<file path="src/design/dbf_pkg.sv">
// Shared types and constants for the dual byte FIFO with status.
// No dependencies; used by dbf_ctrl, dbf_datapath and the top level.
package dbf_pkg;

  // Default queue depths in entries.
  localparam int IN_DEPTH_DEF  = 1024;
  localparam int OUT_DEPTH_DEF = 1024;

  // Configuration port geometry and register indexes.
  localparam int CFG_IDX_W  = 2;
  localparam int CFG_DATA_W = 12;
  localparam logic [CFG_IDX_W-1:0] REG_IN_LOW_LEVEL    = 2'd0;
  localparam logic [CFG_IDX_W-1:0] REG_OUT_HIGH_MARGIN = 2'd1;
  localparam logic [CFG_DATA_W-1:0] LEVEL_RESET        = 12'd16;

  // Queue commands carried by an input beat.
  typedef enum logic [1:0] {
    CMD_IN_PUSH  = 2'd0,
    CMD_IN_POP   = 2'd1,
    CMD_OUT_PUSH = 2'd2,
    CMD_OUT_POP  = 2'd3
  } fifo_cmd_t;

  // Controller states.
  typedef enum logic [1:0] {
    ST_IDLE,
    ST_EXEC,
    ST_LOAD,
    ST_EMIT
  } ctrl_state_t;

  // Strobes from the controller to the datapath.
  typedef struct packed {
    logic take;  // latch the accepted input beat
    logic exec;  // update queue, pointers and flags
    logic load;  // reload the top-of-queue byte from memory
    logic emit;  // move the result into the output register
  } dbf_cmd_t;

endpackage

</file>
<file path="src/design/dbf_ctrl.sv">
// Sequencing state machine of the dual byte FIFO.
// Depends on dbf_pkg; drives dbf_datapath through a dbf_cmd_t strobe group.
module dbf_ctrl (
  input  logic            clk,
  input  logic            rst,
  input  logic            in_valid,
  output logic            in_stall,
  output logic            out_valid,
  input  logic            out_stall,
  output dbf_pkg::dbf_cmd_t cmd_str
);

  dbf_pkg::ctrl_state_t state, state_next;
  logic                 out_valid_next;
  logic                 slot_free;

  // The output register can take a result when empty or drained this cycle.
  assign slot_free = !out_valid || !out_stall;

  // Next state.
  always_comb begin
    state_next = state;
    case (state)
      dbf_pkg::ST_IDLE: begin
        if (in_valid) state_next = dbf_pkg::ST_EXEC;
      end
      dbf_pkg::ST_EXEC: state_next = dbf_pkg::ST_LOAD;
      dbf_pkg::ST_LOAD: state_next = dbf_pkg::ST_EMIT;
      dbf_pkg::ST_EMIT: begin
        if (slot_free) state_next = dbf_pkg::ST_IDLE;
      end
      default: state_next = dbf_pkg::ST_IDLE;
    endcase
  end

  // Outputs of the state machine.
  always_comb begin
    in_stall     = 1'b1;
    cmd_str      = '0;
    case (state)
      dbf_pkg::ST_IDLE: begin
        in_stall     = 1'b0;
        cmd_str.take = in_valid;
      end
      dbf_pkg::ST_EXEC: cmd_str.exec = 1'b1;
      dbf_pkg::ST_LOAD: cmd_str.load = 1'b1;
      dbf_pkg::ST_EMIT: cmd_str.emit = slot_free;
      default: in_stall = 1'b1;
    endcase
  end

  // Output beat valid: set by an emit, cleared once the beat is taken.
  always_comb begin
    out_valid_next = out_valid;
    if (out_valid && !out_stall) out_valid_next = 1'b0;
    if (cmd_str.emit) out_valid_next = 1'b1;
  end

  always_ff @(posedge clk) begin
    if (rst) begin
      state     <= dbf_pkg::ST_IDLE;
      out_valid <= 1'b0;
    end else begin
      state     <= state_next;
      out_valid <= out_valid_next;
    end
  end

endmodule

</file>
<file path="config.mk">
export PLATFORM = sky130hd
export DESIGN_NAME = dbf_ctrl
export DESIGN_NICKNAME = d
export VERILOG_FILES = /design/src/design/dbf_pkg.sv /design/src/design/dbf_ctrl.sv
export SDC_FILE = /design/constraint.sdc
export NUM_CORES = 1
export LEC_CHECK = 0
export BUFFER_PORTS_ARGS = -buffer_cell sky130_fd_sc_hd__buf_2
export CAP_MARGIN = 20
export CORE_AREA = 10 10 47 49
export DETAILED_ROUTE_END_ITERATION = 16
export DIE_AREA = 0 0 57 59
export HOLD_SLACK_MARGIN = 0.05
export PLACE_DENSITY = 0.48
export SLEW_MARGIN = 40
export SYNTH_ARGS = -nofsm -noshare
export SYNTH_HDL_FRONTEND = slang
export SYNTH_SLANG_ARGS = --single-unit
</file>
<file path="constraint.sdc">
create_clock -name clk -period 4.05 [get_ports clk]
set_clock_uncertainty 0.1 [all_clocks]
set_input_delay 0.405 -clock clk [delete_from_list [all_inputs] [get_ports clk]]
set_output_delay 0.405 -clock clk [all_outputs]
set_load 0.02 [all_outputs]
</file>
### After elaboration in Yosys (flattened, before gate mapping)

Cells that the tools add are included.

| word-level totals | value |
|---|---|
| input port bits | 4 |
| output and inout bits | 6 |
| logic and storage cells | 24 |
| bits in registers | 3 |

| operators by class | value |
|---|---|
| muxes and demuxes | 10 |
| reductions and logical operators | 7 |
| equality and inequality tests | 5 |

Operators by type and width:

| cell | count |
|---|---|
| 2-bit case mux with 4 select lines | 1 |
| 1-bit two-way mux | 7 |
| 2-bit == test, second input constant | 2 |
| 2-bit two-way mux | 2 |
| 2-bit != test, second input constant | 2 |
| 2-bit by 1-bit == test with 1-bit output, second input constant | 1 |
| 1-bit logical NOT | 2 |
| 2-bit logical NOT | 1 |
| 2-bit AND reduction | 1 |
| 2-bit nonzero test | 1 |
| 1-bit logical AND | 1 |
| 1-bit logical OR | 1 |

### Longest topological paths before layout

Gate-level depths: netlist of the first run.

| depth | value |
|---|---|
| depth after elaboration | 4 |
| mapped depth | 5 |

### Least setup slack after synthesis of the first run

No wires, ideal clock.

| path | value |
|---|---|
| kind | flip-flop to flip-flop |
| start | register state[0] |
| end | register state[1] |
| period minus slack after synthesis | 1.471 ns |
| required time | 3.863 ns |
| path buffers | 0 |
| slack | 2.579 ns |
| cell stages (with the launch flop) | 6 |
| arrival | 1.284 ns |
| path through | dfxtp_1 > inv_1 > ha_1 > nor2b_1 > or4b_1 > o31ai_1 |

| between the ends | value |
|---|---|
| longest elaborated chain between the ends | 3 |
| elaborated cells on any way between the ends | 8 |
| those cells by class | 5 x eq/ne; 1 x mux; 2 x reduce/logical |

Ends and longest elaborated chain:

| element | line | text |
|---|---|---|
| start: declaration | dbf_ctrl.sv:13 | `dbf_pkg::ctrl_state_t state, state_next;` |
| start signal: assignment | dbf_ctrl.sv:61 | `state <= dbf_pkg::ST_IDLE;` |
| start signal: assignment | dbf_ctrl.sv:64 | `state <= state_next;` |
| 2-bit == test / 2-bit logical NOT (equally long branches) | dbf_ctrl.sv:23 | `case (state)` |
| 2-bit != test (no source line) | -- |  |
| 2-bit AND reduction (no source line) | -- |  |

Parallel ways exist; a longest one is shown, timed or not.
A chain may end at the register's enable or synchronous reset.

==> flow_summary_export.csv, run 1 <==
group,metric,value,unit
routing,dr.pass1.iters,2,
setup_path,cp-end-kind,"primary output",
setup_path,cp-start-kind,"flop",
routing,drc,0,
clocking,clock-sinks,3,
sta,hold_viol,0,
setup_path,critPathRequiredTime,3.54,ns
clocking,worstSkewPairLatency,0.23,ns
finish,drive_above_1_share,0.351,
finish,final_common_cell,"buf_2",
global_routing,track_usage,0.0319,
hold_path,holdPathStages,2,
sta,period_needed,1.69,ns
sta,tightest_slew,0.213,ns
clocking,h-tree-depth,1,
clocking,ctsResizeCount,0,
routing,dr.first_iter.drc_count,3,
floorplan,row_count,14,
global_routing,antenna_found_initial,0,
setup_path,path_max_fanout,4,
synth,yosys_register_bits,3,
synth,ys_warn_count,0,
finish,num-nets-final,47,
hold_path,hp-start,"rst",
flow_run,cap_violations,0,
sta,slew_headroom,0.858,
clocking,cts_hold_buf,0,
clocking,cts_tree,"built",
setup_path,worstSetupPathType,"reg2out",
clocking,root_buffer,"clkbuf_4",
sta,fmax,0.591,GHz
finish,final_cell_mix,"buf_2, ha_1",
synth,ys_types,14,
power_and_ir_drop,cellLeakagePower,0.158,nW
routing,ant_nets,0,
setup_path,rr_worst_depth,5,
synth,yosys.area.top_type,"ha_1",
global_routing,grt_overflow_total,0,
synth,yosysSeqAreaShare,0.270,
setup_path,r2r-end,"state[1]",
setup_path,r2r_setup_slack,2.49,ns
floorplan,dieArea,3360,um^2
hold_path,hold_class,"in2reg",
hold_path,min_to,"state[0]",
global_routing,grt_pass1_wl,765,um
routing,viasPerCell,3.64,
synth,synth_top_cell_area_share,0.281,
sta,fin_setup_tns,0,ns
global_routing,grt_max_degree,5,
routing,drt-total-wl,470,um
placement,postPlaceCellArea,280,um^2
finish,area_delta_synth_final,37.6,%
finish,fill_cells,176,
synth,synthCells,25,
sta,fin_crit_sh,0.418,
placement,place_congestion,0.634,
power_and_ir_drop,peakVddDrop,0.133,mV
routing,wl_per_cell,8.87,um
sta,drv_slew,0,
clocking,numCtsBuffers,3,
routing,vias,193,
clocking,clk_pin_slew,0.04,ns
synth,syn-num-nets,34,
synth,syn_avg_cell_area,8.91,um^2
synth,synth_area,223,um^2
finish,fin_area,307,um^2
global_routing,grt_pass1_vias,211,
floorplan,pin_count,10,
synth,yosys-top-cells-area,"ha_1, dfxtp_1, and3_4",
run_status,status,"finished, final reports clean",
sta,finalSetupViolCount,0,
setup_path,r2r_start,"state[0]",
sta,hold_slack,0.281,ns
sta,rsz0062_at_grt,"false",
clocking,postCtsSetupRepairBufs,0,
placement,io_buffers,9,
floorplan,die_h,59,um
floorplan,start_util,0.159,
finish,antennaDiodeCount,0,
setup_path,crit_arrival,1.19,ns
floorplan,die_w,57,um
power_and_ir_drop,power.density,662,nW/um^2
floorplan,fp.coreArea,1400,um^2
clocking,clock_path_buffers,2,
## critical path, cell delays in order, from the launching register on
cell	delay (ns)
dfxtp_1	0.36
inv_1	0.09
ha_1	0.22
and2_1	0.13
buf_2	0.15
## routing by layer
layer  GRT usage  part of all wire
met3      0.0236             0.096
met1      0.0154              0.32
met2      0.0589              0.58
met5           0                 0
met4      0.0403                 0
## power breakdown
group	internal (W)	switching, W
Sequential	0.0000389	0.00000786
Clock	0.0000369	0.0000149
Combinational	0.0000413	0.0000629
Total	0.000117	0.0000857
## final cells by class
type | count | area [um^2] | area share
tap | 16 | 20.0 | 0.0653
clock buffer | 4 | 26.3 | 0.0857
multi-input combinational | 18 | 144 | 0.469
timing repair buffer | 9 | 45.0 | 0.147
inverter | 3 | 11.3 | 0.0367
sequential | 3 | 60.1 | 0.196
## worst max path at each step
stage | slack [ns] | start | endpoint | depth (start not counted)
finish | 2.36 | state[0] | cmd_str[3] | 4
global route | 2.29 | state[0] | cmd_str[0] | 3
CTS | 2.33 | state[0] | cmd_str[3] | 4
detailed placement | 2.50 | state[0] | state[1] | 5
global placement | 2.48 | state[0] | state[1] | 5
floorplan | 2.58 | state[0] | state[1] | 5
## cell families (layout without fill, tap and decap cells)
kind of cell               count (synthesis)  count (layout)  synth area share
and+or+nand+nor                            8               8             0.230
buffers and inverters                      4              16            0.0843
DFF                                        3               3             0.270
AOI/OAI and AO/OA                          5               5             0.135
adders and majority gates                  5               5             0.281
## synthesized netlist by cell type
library cell	instances
a21boi_0	1
or4b_1	1
and3_4	1
nor2_1	3
nor2b_1	1
dfxtp_1	3
or3_1	1
o21ai_0	1
inv_1	3
and2_1	1
buf_4	1
ha_1	5
o31ai_1	1
a21oi_1	2
## registers in the layout (all words and copies together) (netlist names)
register and cells:
state 2, out_valid 1
## metrics by stage
step | cells | setup WS (ns) | total power [W] | utilization
2_1_floorplan | 25 | 2.58 | 0.000127 | -
3_3_place_gp | 49 | 2.48 | 0.000155 | 0.200
3_5_place_dp | 49 | 2.50 | 0.000155 | 0.200
4_1_cts | 53 | 2.33 | 0.000210 | 0.219
5_1_grt | 53 | 2.29 | 0.000226 | 0.219
6_report | 53 | 2.36 | 0.000203 | 0.219
No activity file was read; power rests on OpenSTA's default activity.
==> run 2, diff against run 1 <==
Settings changed: ABC_AREA set to 1, PLACE_DENSITY 0.48 to 0.49.
Clock period 4.05 ns to 1.75 ns, I/O delays scaled along.
==> flow_summary_export.csv, run 2 <==
group,metric,value,unit
run_status,status,"finished, final reports clean",
global_routing,grt_pass1_vias,219,
synth,ys_warn_count,0,
routing,vias,215,
floorplan,die_h,59,um
finish,drive_above_1_share,0.311,
power_and_ir_drop,peakVddDrop,0.356,mV
global_routing,antenna_found_initial,0,
synth,yosys_register_bits,3,
routing,dr.pass1.iters,3,
hold_path,hold_class,"in2reg",
routing,ant_nets,0,
clocking,clock_path_buffers,2,
synth,synth_most_common_cell,"inv_1",
clocking,clk_pin_slew,0.04,ns
placement,io_buffers,9,
setup_path,rr_worst_depth,6,
sta,hold_slack,0.125,ns
setup_path,worstSetupPathType,"reg2out",
finish,fill_cells,173,
global_routing,grt_pass1_wl,814,um
power_and_ir_drop,total_power,0.000541,W
placement,dp_cells,56,
finish,top_register,"state",
routing,drc,0,
setup_path,cp-start-kind,"flop",
synth,ys_types,10,
sta,tightest_slew,0.145,ns
global_routing,track_usage,0.0320,
finish,final_common_cell,"buf_2",
synth,async_flop_share,0,
sta,fin_crit_sh,0.830,
power_and_ir_drop,power.density,1660,nW/um^2
setup_path,critPathRequiredTime,1.47,ns
sta,period_needed,1.45,ns
clocking,numCtsBuffers,3,
floorplan,row_count,14,
finish,antennaDiodeCount,0,
sta,slew_headroom,0.903,
floorplan,dieArea,3360,um^2
placement,dp_hpwl,414,um
synth,yosys.area.top_type,"ha_1",
routing,viasPerCell,3.52,
sta,hold_viol,0,
synth,syn-num-nets,41,
floorplan,die_w,57,um
finish,area_delta_synth_final,40.3,%
flow_run,cap_violations,0,
finish,finalNonFillerCells,61,
clocking,worstSkewPairLatency,0.23,ns
power_and_ir_drop,cellLeakagePower,0.189,nW
clocking,h-tree-depth,1,
placement,postPlaceCellArea,290,um^2
sta,drv_slew,0,
routing,dr.first_iter.drc_count,5,
clocking,root_buffer,"clkbuf_4",
routing,drt-total-wl,494,um
setup_path,path_max_fanout,4,
finish,num-nets-final,55,
finish,multi_input_area,135,um^2
floorplan,pin_count,10,
sta,finalSetupViolCount,0,
finish,largest_reg_flops,2,
floorplan,fp.coreArea,1400,um^2
synth,synth-edff-count,0,
synth,syn_avg_cell_area,7.27,um^2
clocking,ctsResizeCount,0,
sta,fin_setup_tns,0,ns
synth,synth_top_cell_area_share,0.269,
synth,synth_ff_type,"dfxtp_1",
synth,yosys-top-cells-area,"ha_1, dfxtp_1, inv_1",
setup_path,crit_arrival,1.18,ns
synth,synth_area,233,um^2
finish,final_cell_mix,"buf_2, inv_1, ha_1, a21oi_1, nand2_1",
placement,place_congestion,0.623,
clocking,cts_tree,"built",
floorplan,start_util,0.166,
setup_path,cp-end-kind,"primary output",
finish,fin_area,327,um^2
synth,yosysSeqAreaShare,0.258,
routing,wl_per_cell,8.10,um
synth,synthCells,32,
global_routing,grt_max_degree,5,
setup_path,r2r_setup_slack,0.55,ns
finish,top_regs,"state: 2 flops, out_valid: 1 flops",
sta,fmax,0.688,GHz
clocking,clock-sinks,3,
sta,rsz0062_at_grt,"false",
synth,yosys-top-cells-count,"inv_1, ha_1, a21oi_1, nand2_1",
finish,area.sequential,60.1,um^2
global_routing,grt_overflow_total,0,
hold_path,holdPathStages,3,
[run 2: changes by cell type after synthesis]
cell	change
o21ai_0	-1
a21oi_1	+2
a21boi_0	-1
inv_1	+5
or3_1	-1
nand2_1	+4
nand3_2	+1
or4b_1	-1
and2_1	-1
o31ai_1	-1
nand3_1	+2
nor2b_1	-1
nand2_2	+1
and3_4	-1
[run 2: path summary, 6_finish.rpt]
kind,from,to
worst min-delay path,out_stall,out_valid
worst max register to register,state[0],state[1]
worst min register to register,out_valid,out_valid
worst max-delay path,state[0],cmd_str[3]
[run 2: critical path: stages (launching register included)]
cell	delay (ns)
dfxtp_1	0.37
inv_1	0.10
ha_1	0.24
nand2_1	0.06
inv_1	0.03
buf_2	0.15
[run 2: area by class of cell]
cell class,count,area share
Timing Repair Buffer,10,0.169
Multi-Input combinational cell,20,0.414
Inverter,8,0.0920
Tap cell,16,0.0613
Sequential cell,3,0.184
Clock buffer,4,0.0805
[run 2: per-layer routing]
layer | track usage | share of wire
met1 | 0.0249 | 0.37
met2 | 0.0512 | 0.58
met3 | 0.0107 | 0.049
met4 | 0.0503 | 0
met5 | 0 | 0
[run 2: logic make-up after synthesis]
kind of cell               count (synthesis)  share of synthesized area
and+or+nand+nor                           11                      0.226
buffers and inverters                      9                      0.161
adders and majority gates                  5                      0.269
AOI/OAI and AO/OA                          4                     0.0860
DFF                                        3                      0.258
[run 2: where the power goes]
part / internal [W] / switching [W] / leakage (nW) / total (W)
Sequential: 0.0000942 / 0.0000262 / 0.0248 / 0.000120
Clock: 0.0000853 / 0.0000339 / 0.0150 / 0.000119
Combinational: 0.000112 / 0.000190 / 0.150 / 0.000302
Total: 0.000291 / 0.000250 / 0.189 / 0.000541
[run 2: timing repair]
action                                 4_1_cts  5_1_grt
endpoints found under the hold margin        1        0
buffers inserted                             0        0
hold buffers                                 1        0
[run 2: metrics by stage]
stage / utilization / worst slack (ns)
finish: 0.233 / 0.297
global route: 0.233 / 0.190
CTS: 0.233 / 0.282
detailed placement: 0.207 / 0.532
global placement: 0.207 / 0.532
floorplan: - / 0.564
